`src/design/dnp_pkg.sv`:
```
package dnp_pkg;

    // Parse phase codes
    localparam logic [2:0] PH_START = 3'd0;  // expecting sign or first digit
    localparam logic [2:0] PH_INT   = 3'd1;  // integer digits
    localparam logic [2:0] PH_FRAC  = 3'd2;  // fraction digits
    localparam logic [2:0] PH_ESIGN = 3'd3;  // right after 'e'
    localparam logic [2:0] PH_EDIG  = 3'd4;  // exponent digits
    localparam logic [2:0] PH_DONE  = 3'd5;  // stopped, skip to NUL

    // Characters
    localparam logic [7:0] CH_NUL   = 8'h00;
    localparam logic [7:0] CH_PLUS  = 8'h2B;
    localparam logic [7:0] CH_MINUS = 8'h2D;
    localparam logic [7:0] CH_DOT   = 8'h2E;
    localparam logic [7:0] CH_E     = 8'h65;
    localparam logic [7:0] CH_ZERO  = 8'h30;
    localparam logic [7:0] CH_NINE  = 8'h39;

    // Width of the exponent10 result field and of the input character
    localparam int EXP10_W = 16;
    localparam int CHAR_W  = 8;

    typedef struct packed {
        logic [2:0] phase;
        logic       sign_flag;
        logic       exp_negative;
        logic       have_digits;
    } parse_ctrl_t;

endpackage

```
`src/design/dnp_step.sv`:
```
// One character step of the parser: next control, coefficient and exponent
// state, plus the combined base-10 exponent of the current state.
module dnp_step #(
    parameter int COEFF_BITS = 64,
    parameter int EXP_BITS   = 16
) (
    input  dnp_pkg::parse_ctrl_t   ctrl,
    input  logic [COEFF_BITS-1:0]  accum,
    input  logic [EXP_BITS-1:0]    exp_total,
    input  logic [EXP_BITS-1:0]    exp_digits,
    input  logic [dnp_pkg::CHAR_W-1:0] ch,
    output dnp_pkg::parse_ctrl_t   ctrl_next,
    output logic [COEFF_BITS-1:0]  accum_next,
    output logic [EXP_BITS-1:0]    exp_total_next,
    output logic [EXP_BITS-1:0]    exp_digits_next,
    output logic [EXP_BITS-1:0]    exp_final
);

    logic                  is_digit;
    logic [3:0]            dig;
    logic [COEFF_BITS-1:0] accum_dig;
    logic [EXP_BITS-1:0]   edig_dig;

    // '0'..'9' carry their value in the low nibble
    assign is_digit  = ch inside {[dnp_pkg::CH_ZERO:dnp_pkg::CH_NINE]};
    assign dig       = ch[3:0];
    assign accum_dig = (accum << 3) + (accum << 1) + COEFF_BITS'(dig);
    assign edig_dig  = (exp_digits << 3) + (exp_digits << 1) + EXP_BITS'(dig);

    assign exp_final = ctrl.exp_negative ? (exp_total - exp_digits)
                                         : (exp_total + exp_digits);

    always_comb begin
        ctrl_next       = ctrl;
        accum_next      = accum;
        exp_total_next  = exp_total;
        exp_digits_next = exp_digits;
        case (ctrl.phase)
            dnp_pkg::PH_START: begin
                if (ch == dnp_pkg::CH_PLUS) begin
                    ctrl_next.phase = dnp_pkg::PH_INT;
                end else if (ch == dnp_pkg::CH_MINUS) begin
                    ctrl_next.sign_flag = 1'b1;
                    ctrl_next.phase     = dnp_pkg::PH_INT;
                end else if (is_digit) begin
                    accum_next            = accum_dig;
                    ctrl_next.have_digits = 1'b1;
                    ctrl_next.phase       = dnp_pkg::PH_INT;
                end else begin
                    ctrl_next.phase = dnp_pkg::PH_DONE;
                end
            end
            dnp_pkg::PH_INT: begin
                if (is_digit) begin
                    accum_next            = accum_dig;
                    ctrl_next.have_digits = 1'b1;
                end else if (ctrl.have_digits && ch == dnp_pkg::CH_DOT) begin
                    ctrl_next.phase = dnp_pkg::PH_FRAC;
                end else if (ctrl.have_digits && ch == dnp_pkg::CH_E) begin
                    ctrl_next.phase = dnp_pkg::PH_ESIGN;
                end else begin
                    ctrl_next.phase = dnp_pkg::PH_DONE;
                end
            end
            dnp_pkg::PH_FRAC: begin
                if (is_digit) begin
                    accum_next     = accum_dig;
                    exp_total_next = exp_total - EXP_BITS'(1);
                end else if (ch == dnp_pkg::CH_E) begin
                    ctrl_next.phase = dnp_pkg::PH_ESIGN;
                end else begin
                    ctrl_next.phase = dnp_pkg::PH_DONE;
                end
            end
            dnp_pkg::PH_ESIGN: begin
                if (ch == dnp_pkg::CH_PLUS) begin
                    ctrl_next.phase = dnp_pkg::PH_EDIG;
                end else if (ch == dnp_pkg::CH_MINUS) begin
                    ctrl_next.exp_negative = 1'b1;
                    ctrl_next.phase        = dnp_pkg::PH_EDIG;
                end else if (is_digit) begin
                    exp_digits_next = edig_dig;
                    ctrl_next.phase = dnp_pkg::PH_EDIG;
                end else begin
                    ctrl_next.phase = dnp_pkg::PH_DONE;
                end
            end
            dnp_pkg::PH_EDIG: begin
                if (is_digit) begin
                    exp_digits_next = edig_dig;
                end else begin
                    ctrl_next.phase = dnp_pkg::PH_DONE;
                end
            end
            default: begin
                ctrl_next.phase = dnp_pkg::PH_DONE;
            end
        endcase
    end

endmodule

```
`src/design/decimal_number_parser_core.sv`:
```
// Decimal number text parser.
// Input stream (s_*): one character per request in s_tdata; a NUL character
//   closes the number. Form: [+|-] digits [. digits] [e [+|-] digits].
//   The first character that does not fit stops parsing; the rest up to the
//   NUL is skipped. Missing integer digits raise the error bit.
// Result stream (m_*): one request per NUL, carrying sign, coefficient
//   (mod 2^COEFF_BITS), base-10 exponent (mod 2^EXP_BITS, sign-extended or
//   cut to its low bits to fit 16 bits) and the error bit.
// Throughput: one character per cycle while s_tready is high. Each character is folded into the
//   parse state registers in the cycle it is accepted (one multiply-by-ten
//   add on the coefficient); the NUL loads the result register directly.
// Latency: the result is valid the cycle after its NUL is accepted.
// Stall: the result register holds while m_tready is low; s_tready drops
//   only while a result is held and not being taken, so characters keep
//   flowing as long as the result side drains.
// Reset (aresetn low, synchronous): parse state returns to start, the
//   result register is emptied.
module decimal_number_parser_core #(
    parameter int COEFF_BITS = 64,
    parameter int EXP_BITS   = 16
) (
    input  logic aclk,
    input  logic aresetn,

    input  logic                        s_tvalid,
    output logic                        s_tready,
    input  logic [dnp_pkg::CHAR_W-1:0]  s_tdata,   // [7:0] ch

    output logic                        m_tvalid,
    input  logic                        m_tready,
    // from bit 0: negative, coefficient, exponent10, error; zero-padded
    output logic [((COEFF_BITS + dnp_pkg::EXP10_W + 2 + 7) / 8) * 8 - 1:0] m_tdata
);

    localparam int FIELD_W = 1 + COEFF_BITS + dnp_pkg::EXP10_W + 1;
    localparam int OUT_W   = ((FIELD_W + 7) / 8) * 8;

    // Parse state
    dnp_pkg::parse_ctrl_t   ctrl_reg,       ctrl_next;
    logic [COEFF_BITS-1:0]  accum_reg,      accum_next;
    logic [EXP_BITS-1:0]    exp_total_reg,  exp_total_next;
    logic [EXP_BITS-1:0]    exp_digits_reg, exp_digits_next;
    logic [EXP_BITS-1:0]    exp_final;
    logic [dnp_pkg::EXP10_W-1:0] exp10;

    // Result register
    logic                   m_tvalid_reg;
    logic [OUT_W-1:0]       m_tdata_reg;
    logic [OUT_W-1:0]       m_tdata_next;

    logic                   s_accept;
    logic                   nul_accept;

    localparam dnp_pkg::parse_ctrl_t CTRL_RESET = '{
        phase:        dnp_pkg::PH_START,
        sign_flag:    1'b0,
        exp_negative: 1'b0,
        have_digits:  1'b0
    };

    assign s_tready   = !m_tvalid_reg || m_tready;
    assign s_accept   = s_tvalid && s_tready;
    assign nul_accept = s_accept && (s_tdata == dnp_pkg::CH_NUL);

    dnp_step #(
        .COEFF_BITS (COEFF_BITS),
        .EXP_BITS   (EXP_BITS)
    ) u_step (
        .ctrl            (ctrl_reg),
        .accum           (accum_reg),
        .exp_total       (exp_total_reg),
        .exp_digits      (exp_digits_reg),
        .ch              (s_tdata),
        .ctrl_next       (ctrl_next),
        .accum_next      (accum_next),
        .exp_total_next  (exp_total_next),
        .exp_digits_next (exp_digits_next),
        .exp_final       (exp_final)
    );

    // Exponent to the 16-bit result field: sign-extend or keep low bits
    generate
        if (EXP_BITS >= dnp_pkg::EXP10_W) begin : g_exp_trunc
            assign exp10 = exp_final[dnp_pkg::EXP10_W-1:0];
        end else begin : g_exp_sext
            assign exp10 = {{(dnp_pkg::EXP10_W - EXP_BITS){exp_final[EXP_BITS-1]}},
                            exp_final};
        end
    endgenerate

    assign m_tdata_next = OUT_W'({!ctrl_reg.have_digits, exp10, accum_reg,
                                  ctrl_reg.sign_flag});

    always_ff @(posedge aclk) begin
        if (!aresetn) begin
            ctrl_reg       <= CTRL_RESET;
            accum_reg      <= '0;
            exp_total_reg  <= '0;
            exp_digits_reg <= '0;
        end else if (nul_accept) begin
            // number closed: back to start for the next one
            ctrl_reg       <= CTRL_RESET;
            accum_reg      <= '0;
            exp_total_reg  <= '0;
            exp_digits_reg <= '0;
        end else if (s_accept) begin
            ctrl_reg       <= ctrl_next;
            accum_reg      <= accum_next;
            exp_total_reg  <= exp_total_next;
            exp_digits_reg <= exp_digits_next;
        end
    end

    always_ff @(posedge aclk) begin
        if (!aresetn) begin
            m_tvalid_reg <= 1'b0;
        end else if (nul_accept) begin
            m_tvalid_reg <= 1'b1;
        end else if (m_tready) begin
            m_tvalid_reg <= 1'b0;
        end
    end

    // payload, no reset needed
    always_ff @(posedge aclk) begin
        if (nul_accept) begin
            m_tdata_reg <= m_tdata_next;
        end
    end

    assign m_tvalid = m_tvalid_reg;
    assign m_tdata  = m_tdata_reg;

    // A closing NUL always produces a result next cycle
    a_nul_gives_result: assert property (@(posedge aclk) disable iff (!aresetn)
        nul_accept |=> m_tvalid)
        else $error("no result after closing NUL");

    // A result only appears because of a closing NUL
    a_result_from_nul: assert property (@(posedge aclk) disable iff (!aresetn)
        $rose(m_tvalid) |-> $past(nul_accept))
        else $error("result without closing NUL");

    // After a number closes, the parser starts fresh
    a_restart: assert property (@(posedge aclk) disable iff (!aresetn)
        nul_accept |=> (ctrl_reg.phase == dnp_pkg::PH_START) && (accum_reg == '0)
                       && !ctrl_reg.have_digits)
        else $error("parse state not cleared after NUL");

    // A stopped parse stays stopped until its NUL
    a_done_sticky: assert property (@(posedge aclk) disable iff (!aresetn)
        (ctrl_reg.phase == dnp_pkg::PH_DONE) && !nul_accept
        |=> (ctrl_reg.phase == dnp_pkg::PH_DONE))
        else $error("left stopped phase before NUL");

endmodule
```
`config.mk`:
```
export PLATFORM = sky130hd
export DESIGN_NAME = decimal_number_parser_core
export DESIGN_NICKNAME = d
export VERILOG_FILES = /design/src/design/dnp_pkg.sv /design/src/design/dnp_step.sv /design/src/design/decimal_number_parser_core.sv
export SDC_FILE = /design/constraint.sdc
export NUM_CORES = 1
export LEC_CHECK = 0
export ABC_AREA = 1
export BUFFER_PORTS_ARGS = -buffer_cell sky130_fd_sc_hd__buf_4
export CAP_MARGIN = 20
export CORE_MARGIN = 2
export CORE_UTILIZATION = 45
export CTS_BUF_LIST = sky130_fd_sc_hd__clkbuf_16
export CTS_CLUSTER_SIZE = 8
export DETAILED_ROUTE_END_ITERATION = 10
export SETUP_SLACK_MARGIN = 0.05
export SYNTH_ARGS = -nofsm -noshare
export SYNTH_HDL_FRONTEND = slang
export SYNTH_SLANG_ARGS = --single-unit
```
`constraint.sdc`:
```
create_clock -name aclk -period 8.58 [get_ports aclk]
set_input_delay 0.429 -clock aclk [delete_from_list [all_inputs] [get_ports aclk]]
set_output_delay 0.429 -clock aclk [all_outputs]
set_load 0.05 [all_outputs]
```
==> results of run 1 <==
[Yosys cell counts (3+ instances only)]
cell                         n
sky130_fd_sc_hd__nor2_1    247
sky130_fd_sc_hd__inv_1     430
sky130_fd_sc_hd__fa_1        5
sky130_fd_sc_hd__a21boi_0    4
sky130_fd_sc_hd__nor4_1      5
sky130_fd_sc_hd__a31oi_1     9
sky130_fd_sc_hd__inv_2       3
sky130_fd_sc_hd__nor2_2      3
sky130_fd_sc_hd__buf_2      13
sky130_fd_sc_hd__nand4_1    17
sky130_fd_sc_hd__xnor2_1    22
sky130_fd_sc_hd__buf_4      12
sky130_fd_sc_hd__edfxtp_1   82
sky130_fd_sc_hd__o21a_1      3
sky130_fd_sc_hd__nand2_1   694
sky130_fd_sc_hd__a21oi_1   110
sky130_fd_sc_hd__nor3_1     24
sky130_fd_sc_hd__or2_2       4
sky130_fd_sc_hd__o21ai_0    71
sky130_fd_sc_hd__nand3_1   102
sky130_fd_sc_hd__dfxtp_1   103
sky130_fd_sc_hd__a21o_1      5
sky130_fd_sc_hd__and2_1      6
sky130_fd_sc_hd__clkbuf_1    6
sky130_fd_sc_hd__ha_1      165
sky130_fd_sc_hd__xor2_1     54
sky130_fd_sc_hd__o21bai_1   11
sky130_fd_sc_hd__o211ai_1    7
[metrics by stage]
step | setup WS (ns) | util | instance area, µm² | instances
after floorplan | 1.67 | - | 14900 | 2238
after global placement | 5.43 | 0.492 | 16000 | 2749
after detailed placement | 5.37 | 0.492 | 16000 | 2749
after CTS | 5.52 | 0.511 | 16600 | 2781
after global routing | 5.25 | 0.511 | 16600 | 2781
final | 5.55 | 0.511 | 16600 | 2781
[worst min-delay path by stage]
stage                             start     endpoint  slack (ns)  cells after the start
after global placement    accum_reg[63]  m_tdata[64]        0.45                      0
final                          m_tready     m_tvalid        0.28                      4
after floorplan             ctrl_reg[2]   m_tdata[0]        0.41                      0
after detailed placement  accum_reg[63]  m_tdata[64]        0.44                      0
after global routing            aresetn     m_tvalid        0.27                      3
after CTS                       aresetn     m_tvalid        0.26                      3
[critical path: cells and delay by family (launching register included)]
kind	cells	cell delay (ns)
buffers and inverters	5	0.39
AO/OA/AOI/OAI	3	0.83
flip-flops	1	0.47
adder cells (fa/ha/maj)	2	0.53
XOR/XNOR	2	0.31
AND/OR/NAND/NOR	4	0.26
[cells in the final DEF (no fill, tap or decap), types with 2 or more instances in the layout]
cell type                    instances
sky130_fd_sc_hd__xor2_1             54
sky130_fd_sc_hd__inv_6               2
sky130_fd_sc_hd__clkbuf_16          17
sky130_fd_sc_hd__or2_2               4
sky130_fd_sc_hd__nand2_1           694
sky130_fd_sc_hd__clkinv_1            2
sky130_fd_sc_hd__inv_2               3
sky130_fd_sc_hd__o21a_1              3
sky130_fd_sc_hd__dfxtp_1           103
sky130_fd_sc_hd__buf_4             101
sky130_fd_sc_hd__a21boi_0            4
sky130_fd_sc_hd__a21oi_1           110
sky130_fd_sc_hd__clkinvlp_4          2
sky130_fd_sc_hd__nor4_1              5
sky130_fd_sc_hd__o21ai_0            71
sky130_fd_sc_hd__o21bai_1           11
sky130_fd_sc_hd__a21o_1              5
sky130_fd_sc_hd__nor3_1             24
sky130_fd_sc_hd__and2_1              6
sky130_fd_sc_hd__edfxtp_1           82
sky130_fd_sc_hd__nand4_1            17
sky130_fd_sc_hd__ha_1              165
sky130_fd_sc_hd__fa_1                5
sky130_fd_sc_hd__conb_1              6
sky130_fd_sc_hd__inv_8               4
sky130_fd_sc_hd__bufinv_16           3
sky130_fd_sc_hd__nor2_1            247
sky130_fd_sc_hd__a31oi_1             9
sky130_fd_sc_hd__xnor2_1            22
sky130_fd_sc_hd__nor2_2              3
sky130_fd_sc_hd__inv_1             430
sky130_fd_sc_hd__o211ai_1            7
sky130_fd_sc_hd__nand3_1           102
[cells by family after synthesis]
kind of cell | count (synthesis)
simple gates | 1107
buf+inv | 465
compound gates | 229
flops | 185
fa+ha+maj | 170
xor+xnor | 76
other cells | 1
[area by class of cell]
class,instances,share of cell area
flip-flops and latches,185,0.272
clock buffers,17,0.0256
well taps,442,0.0333
inverters,433,0.0977
clock inverters,15,0.0114
repair buffers,101,0.0456
multi-input cells,1588,0.514
[metal layers]
metal  wire length, µm  vias to the layer above
li1                  -                     7176
met1             20900                     6254
met2             20000                      280
met3              1740                       58
met4              1080                        0
met5                 0                        -
[power by group]
group          internal, mW  switching, mW
logic                0.0443         0.0821
clock network         0.466          0.384
registers             0.924        0.00817
==> impl.org, run 1 <==
** Run status
- The run finished with clean final reports.

** Synthesis
- The synthesized design contains 82 enable-type register cells.
- After synthesis, the netlist uses 44 different library cells.
- Share of synthesized area occupied by flip-flops and latches :: 0.304
- sky130_fd_sc_hd__nand2_1 takes more of the synthesized area than any other cell.
- Share of synthesized cell area in full adder, half adder and majority cells :: 0.146
- Counting flops with an async set or reset pin after synthesis yields a share of 0.
- Of the total synthesized cell area, the portion taken by AND, OR, NAND and NOR gates is 0.297.
- Post-synthesis cell count :: 2233
- Of the total synthesized cell area, the portion taken by XOR and XNOR cells is 0.0448.
- In this run the mean area of a mapped cell was 6.66 µm².
- After synthesis the netlist holds a flip-flop and latch count of 185.
- For this run, the leading register cell type out of synthesis is sky130_fd_sc_hd__dfxtp_1.
- Top cell type's share of synthesized area :: 0.175
- Combinational family with the most area after synthesis :: simple AND/OR/NAND/NOR gates
- Sorting the synthesized cells by area gives the leading types as sky130_fd_sc_hd__nand2_1 (18%), sky130_fd_sc_hd__edfxtp_1 (17%), sky130_fd_sc_hd__ha_1 (14%).
- The synthesized-area fraction occupied by ao, oa, aoi and oai cells came to 0.0855.
- Mapped Area :: 14900 µm²
- For this run, the number of Yosys warnings is 0.
- Mux contribution to synthesized area :: 0

** Worst setup path
- Across all register-to-register paths, the minimum setup slack is 5.55 ns.
- Reg2reg end :: m_tdata[77]
- For this run, the slowest stage of the critical path takes 0.47 ns.
- The critical path goes through inv_1, ha_1, inv_1, nor2_1, a21oi_1, xor2_1, inv_1, ha_1, nand2_1, inv_1, a21boi_0, inv_1, a21o_1, nand3_1, nand2_1, xor2_1.
- Kind of critical path :: reg -> reg
- STA classifies the critical path endpoint as a register.
- The worst setup path is launched from a register.
- For this design, the slowest cell found on the critical path is sky130_fd_sc_hd__dfxtp_1.
- Crit-path most repeated cell :: sky130_fd_sc_hd__inv_1
- The worst register-to-register path has a depth of 16.
- CP Capture Point :: m_tdata[77]
- Origin of the critical flop-to-flop path :: exp_digits_reg[0]
- For the worst setup path, the data arrival time is 3.24 ns.
- The most critical setup path has its startpoint at exp_digits_reg[0].
- Crit path max fanout :: 5
- Required time of the critical path :: 8.80 ns

** STA
- Shortest clock period the worst path allows after layout :: 3.03 ns
- Setup violations remaining at the end of the flow were counted as 0.
- Setup TNS :: 0 ns
- Final hold violation count :: 0
- Worst slack on hold paths :: 0.281 ns
- Highest attainable clock frequency :: 0.331 GHz
- In this run the tightest slew margin relative to its limit is 0.419.
- Setup repair after global routing missed its margin :: no
- For the final database, setup skew stands at 0.0119 ns.
- Number of max-slew violations in the final report :: 0
- Pin slew with the least headroom to its limit :: 0.872 ns
- In the finished design, the share of the clock period the worst path needs comes to 0.353.

** Placement
- Routability-driven placement finished with a final weighted congestion of 0.959.
- Summed over all nets, the half-perimeter wirelength after detailed placement is 35300 µm.
- Number of port buffers :: 95

** Global routing
- Largest net degree at the start of global routing :: 79
- The via count of the first global-routing pass is 13300.
- met2 is the most crowded layer.
- First-pass GRT wire length :: 69200 µm
- The number of antenna violations at the first check in global routing came to 0.
- For this run, global-route usage on met1 was measured as 0.348.
- Overall overflow remaining after global route :: 0
- In the global route stage, met2 resource usage came out at 0.445.
- Met3 layer usage reported by global route :: 0.0333
- For this run, the total global-route usage over all layers was measured as 0.262.

** Route
- Antenna Violating Nets Remaining :: 0
- Routed WL per cell :: 15.7 µm
- The detailed router placed 13800 vias in this run.
- Using the TritonRoute via totals, the vias-per-cell ratio works out to 4.95.
- First-pass DRT Iterations :: 5
- The detailed router finished its first iteration with 880 violations.
- In the routed design, unresolved DRC markers number 0.
- For this block, the routed nets add up to 43700 µm of wire.

** Floorplan
- Area of the die :: 34500 µm²
- For this configuration, the core starts out at a cell density of 0.457.
- Ports :: 102
- The floorplan has 66 rows.
- The floorplan step defined a core boundary enclosing 32500 µm².
- Die Wd :: 186 µm
- Vert. Die Dim :: 186 µm

** Layout
- Number of diodes :: 0
- Synthesis-to-layout area growth :: 11.9%
- Total number of nets in the final design :: 2508
- Filler Cells Inserted :: 3373
- Fraction of layout cells with a size suffix above 1 :: 0.0620
- Area used by sequential logic in the layout :: 4520 µm²
- Summing all multi-input logic gate instances after layout gives 8550 µm².
- The register with the most flip-flops in the layout has 82 of them.

** CTS
- The number of gates resized after CTS was 0.
- Clock tree synthesis selected as its root buffer the cell sky130_fd_sc_hd__clkbuf_16.
- H-tree Lvls :: 4
- Clock transition time at the flip-flop clock pins of the worst setup and hold paths :: 0.08 ns
- Hold repair after CTS inserted 0 buffers.
- Clock tree synthesis inserted a total of 17 buffers.
- TritonCTS built the clock tree.
- The clock drives 185 sinks.
- Clock latency of the later-clocked register in the worst-skew pair :: 0.46 ns
- After clock tree synthesis, the setup repair step added 0 buffers.
- In this run the deepest clock path goes through 2 buffers.

** Worst hold path
- The tightest min-delay check is of the in -> reg type.

** Pwr
- Static power due to leakage :: 9.09 nW
- Power per cell area :: 115 nW/µm²
- Total chip power :: 1.91 mW
- Across the VDD grid, the largest voltage drop is 0.000143 V.

** Run
- Max-cap violations in this run came to 0.
(Power assumes the default switching activity.)
==> run 2: changes to the inputs <==
- clock period: 8.58 -> 2.55 ns (I/O delays scaled with it)
==> impl.org, run 2 (synthesis results as in run 1) <==
** Run status
- The run finished, with violations left.
- The final reports fail on negative setup slack.

** Pwr
- Sw Share :: 0.264
- For this design the total switching power over the nets is 1.69 mW.
- Cell internal pwr :: 4.71 mW
- Static power due to leakage :: 10.0 nW
- The share of total power dissipated in combinational logic is 0.084.
- Power per cell area :: 338 nW/µm²
- Share of total power in the clock network :: 0.427
- Portion of total power attributed to sequential cells :: 0.489
- Worst supply voltage drop on vdd :: 0.000467 V

** Route
- DR WL met3 :: 1940 µm
- Highest metal used :: met4
- The detailed router put a total of 20400 µm of wire on met1.
- Iteration-0 DRC count of the detailed router :: 964
- Dividing the detail-routed via count by the number of cells gives 4.98.
- After detailed routing, the average wire length per cell comes to 15.3 µm.
- The final route contains 14500 vias.
- After detailed routing, the number of remaining DRC violations is 0.
- The routed design uses 20600 µm of met2 wire.
- After detailed routing, the total wire length is 44600 µm.
- First-pass DRT Iterations :: 6
- Once detail routing completed, the nets flagged for antenna violations numbered 0.

** STA
- Number of max-slew violations in the final report :: 0
- The worst path in the final design needs a cycle of 2.61 ns, including I/O delays and setup.
- In the finished design, the share of the clock period the worst path needs comes to 1.02.
- Setup repair after global routing could not meet its margin everywhere.
- Number of setup violations in the final report :: 3
- The clock arrives with 0.0126 ns of skew.
- After layout, the worst setup slack is -0.0598 ns.
- The final number of hold-violating endpoints is 0.
- At the pin with the least slew margin, the transition time is 0.502 ns.
- Worst-case headroom to the max-slew limit :: 0.665
- Static timing analysis puts the maximum clock frequency at 0.383 GHz.

** Run
- Max-cap violations in this run came to 0.

** Global routing
- Total track usage :: 0.260
- For this run the aggregate overflow at the end of global routing stands at 0.
- Number of global-route vias before repair :: 13700
- The number of antenna violations at the first check in global routing is 0.
- Largest net degree at the start of global routing :: 84
- The first global-routing pass estimated 69200 µm of wire.

** Worst setup path
- The worst setup path is launched from a register.
- The worst setup path is captured at a register.
- In this design, the stage delay of the slowest critical-path cell is 0.36 ns.
- In this run the worst path has a maximum fanout of 4.
- Among all stages on the critical path, the largest delay is contributed by sky130_fd_sc_hd__dfxtp_4.
- Kind of critical path :: reg -> reg
- Cell-by-cell trace of the critical path :: inv_4, ha_4, inv_2, nor2_4, inv_2, nor2_4, nand4_1, nand2_1, xor2_1, ha_1, nand2_1, nor2_2, nand3_1, nand4_1, a31oi_1, xor2_1
- Required time of the critical path :: 2.76 ns
- Critical Path AT :: 2.82 ns

** Floorplan
- Vert. Die Dim :: 186 µm
- The initial utilization of the core area, before any placement, comes to 0.457.
- Row generation in the floorplan step produced 66 rows.
- Core Footprint :: 32500 µm²
- Ports :: 102
- Die Wd :: 186 µm
- Area of the die :: 34500 µm²

** Placement
- Total half-perimeter wirelength after legalization and detailed placement :: 34500 µm
- Number of port buffers :: 95
- At the end of routability-driven placement, the weighted congestion stood at 0.970.
- Counting tap cells, the placed design contains a total of 2860 instances.

** Layout
- Of the cells placed in the final design, the portion with a size suffix greater than 1 is 0.224.
- Fill cells in the final layout number 3188.
- Total number of nets in the final design :: 2636
- Most common cell after layout, fill and taps aside :: sky130_fd_sc_hd__nand2_1
- Most frequent cells in the layout :: sky130_fd_sc_hd__nand2_1 (614), sky130_fd_sc_hd__inv_1 (420), sky130_fd_sc_hd__buf_4 (218), sky130_fd_sc_hd__nor2_1 (208), sky130_fd_sc_hd__ha_1 (130)
- Once layout is complete, the utilization of the core stands at 0.582.
- The register with the most flip-flops in the layout has 82 of them.
- Synthesis-to-layout area growth :: 27.4%
- The number of antenna diodes in the final layout is 0.
- Final instance count without filler cells :: 2909

** CTS
- Clock tree synthesis found a total of 185 sinks.
- Root buf cell :: sky130_fd_sc_hd__clkbuf_16
- Clock transition time at the flip-flop clock pins of the worst setup and hold paths :: 0.08 ns
- Clock Tree Buf Depth :: 2
- Inserted Clock Buffers :: 17
- In this run the number of H-tree levels came out at 4.
- TritonCTS built the clock tree.
- Clock latency of the later-clocked register in the worst-skew pair :: 0.46 ns

** Worst hold path
- In this run the worst hold path is classified as in -> reg.
run 2: changes by cell type in the layout (fill, tap and decap cells not counted), moves of 39 or more:
cell                      delta
sky130_fd_sc_hd__buf_4     +117
sky130_fd_sc_hd__dfxtp_1    -43
sky130_fd_sc_hd__dfxtp_2    +40
sky130_fd_sc_hd__nand2_1    -80
sky130_fd_sc_hd__nand2_2    +58
sky130_fd_sc_hd__nor2_1     -39
run 2: power by group through the flow:
| stage | Combinational, mW | Clock (mW) | Sequential [mW] |
|---|---|---|---|
| global placement | 0.461 | 0 | 3.20 |
| floorplan | 0.327 | 0 | 3.20 |
| global route | 0.590 | 2.88 | 3.13 |
| CTS | 0.488 | 2.79 | 3.13 |
| finish | 0.535 | 2.74 | 3.13 |
| detailed placement | 0.467 | 0 | 3.20 |
run 2: worst max-delay path, delay by kind of cell, from the launching register on:
| family | cells | cell delay [ns] |
|---|---|---|
| buffers and inverters | 3 | 0.14 |
| adder cells (fa/ha/maj) | 2 | 0.42 |
| AO/OA/AOI/OAI | 1 | 0.22 |
| XOR/XNOR | 2 | 0.29 |
| flip-flops | 1 | 0.36 |
| AND/OR/NAND/NOR | 8 | 0.89 |
run 2: layer usage:
layer,vias to the layer above,track usage
met5,-,0
met4,0,0.102
met3,66,0.0352
met2,313,0.437
met1,6665,0.336
li1,7431,-
run 2: worst paths after layout:
check	end	start	slack (ns)	cells past startpoint
hold reg to reg	m_tdata[64]	accum_reg[63]	0.44	0
hold / removal	accum_reg[0]	s_tdata[0]	0.04	3
setup reg to reg	m_tdata[78]	exp_digits_reg[0]	-0.06	16
setup / recovery	m_tdata[78]	exp_digits_reg[0]	-0.06	16
run 2: through the flow:
step	worst slack [ns]	instance area [µm²]	hold WS, ns	power (mW)	TNS (ns)
after floorplan	-1.71	15000	0.267	3.52	-266.36
after global placement	-0.205	17000	0.423	3.66	-4.64
after detailed placement	-0.242	17000	0.428	3.67	-6.31
after CTS	-0.0946	17900	0.0194	6.40	-0.234
after global routing	-0.265	18900	0.0337	6.61	-1.13
final	-0.0598	18900	0.0355	6.40	-0.0842
run 2: timing repair:
item | in CTS | in global routing
hold buffers | 2 | 0
endpoints found under the setup margin | 60 | 66
gates resized for setup | 98 | 241
buffers inserted | 4 | 12
endpoints found under the hold margin | 1 | 0
pin swaps | 39 | 72
gates cloned | 0 | 0
run 2: area by class of cell:
type	count	area (µm²)	share of cell area
multi-input cells	1588	9800	0.517
flip-flops and latches	185	4590	0.242
repair buffers	229	1790	0.0946
inverters	433	1630	0.0859
well taps	442	553	0.0292
clock buffers	17	425	0.0225
clock inverters	15	159	0.00839
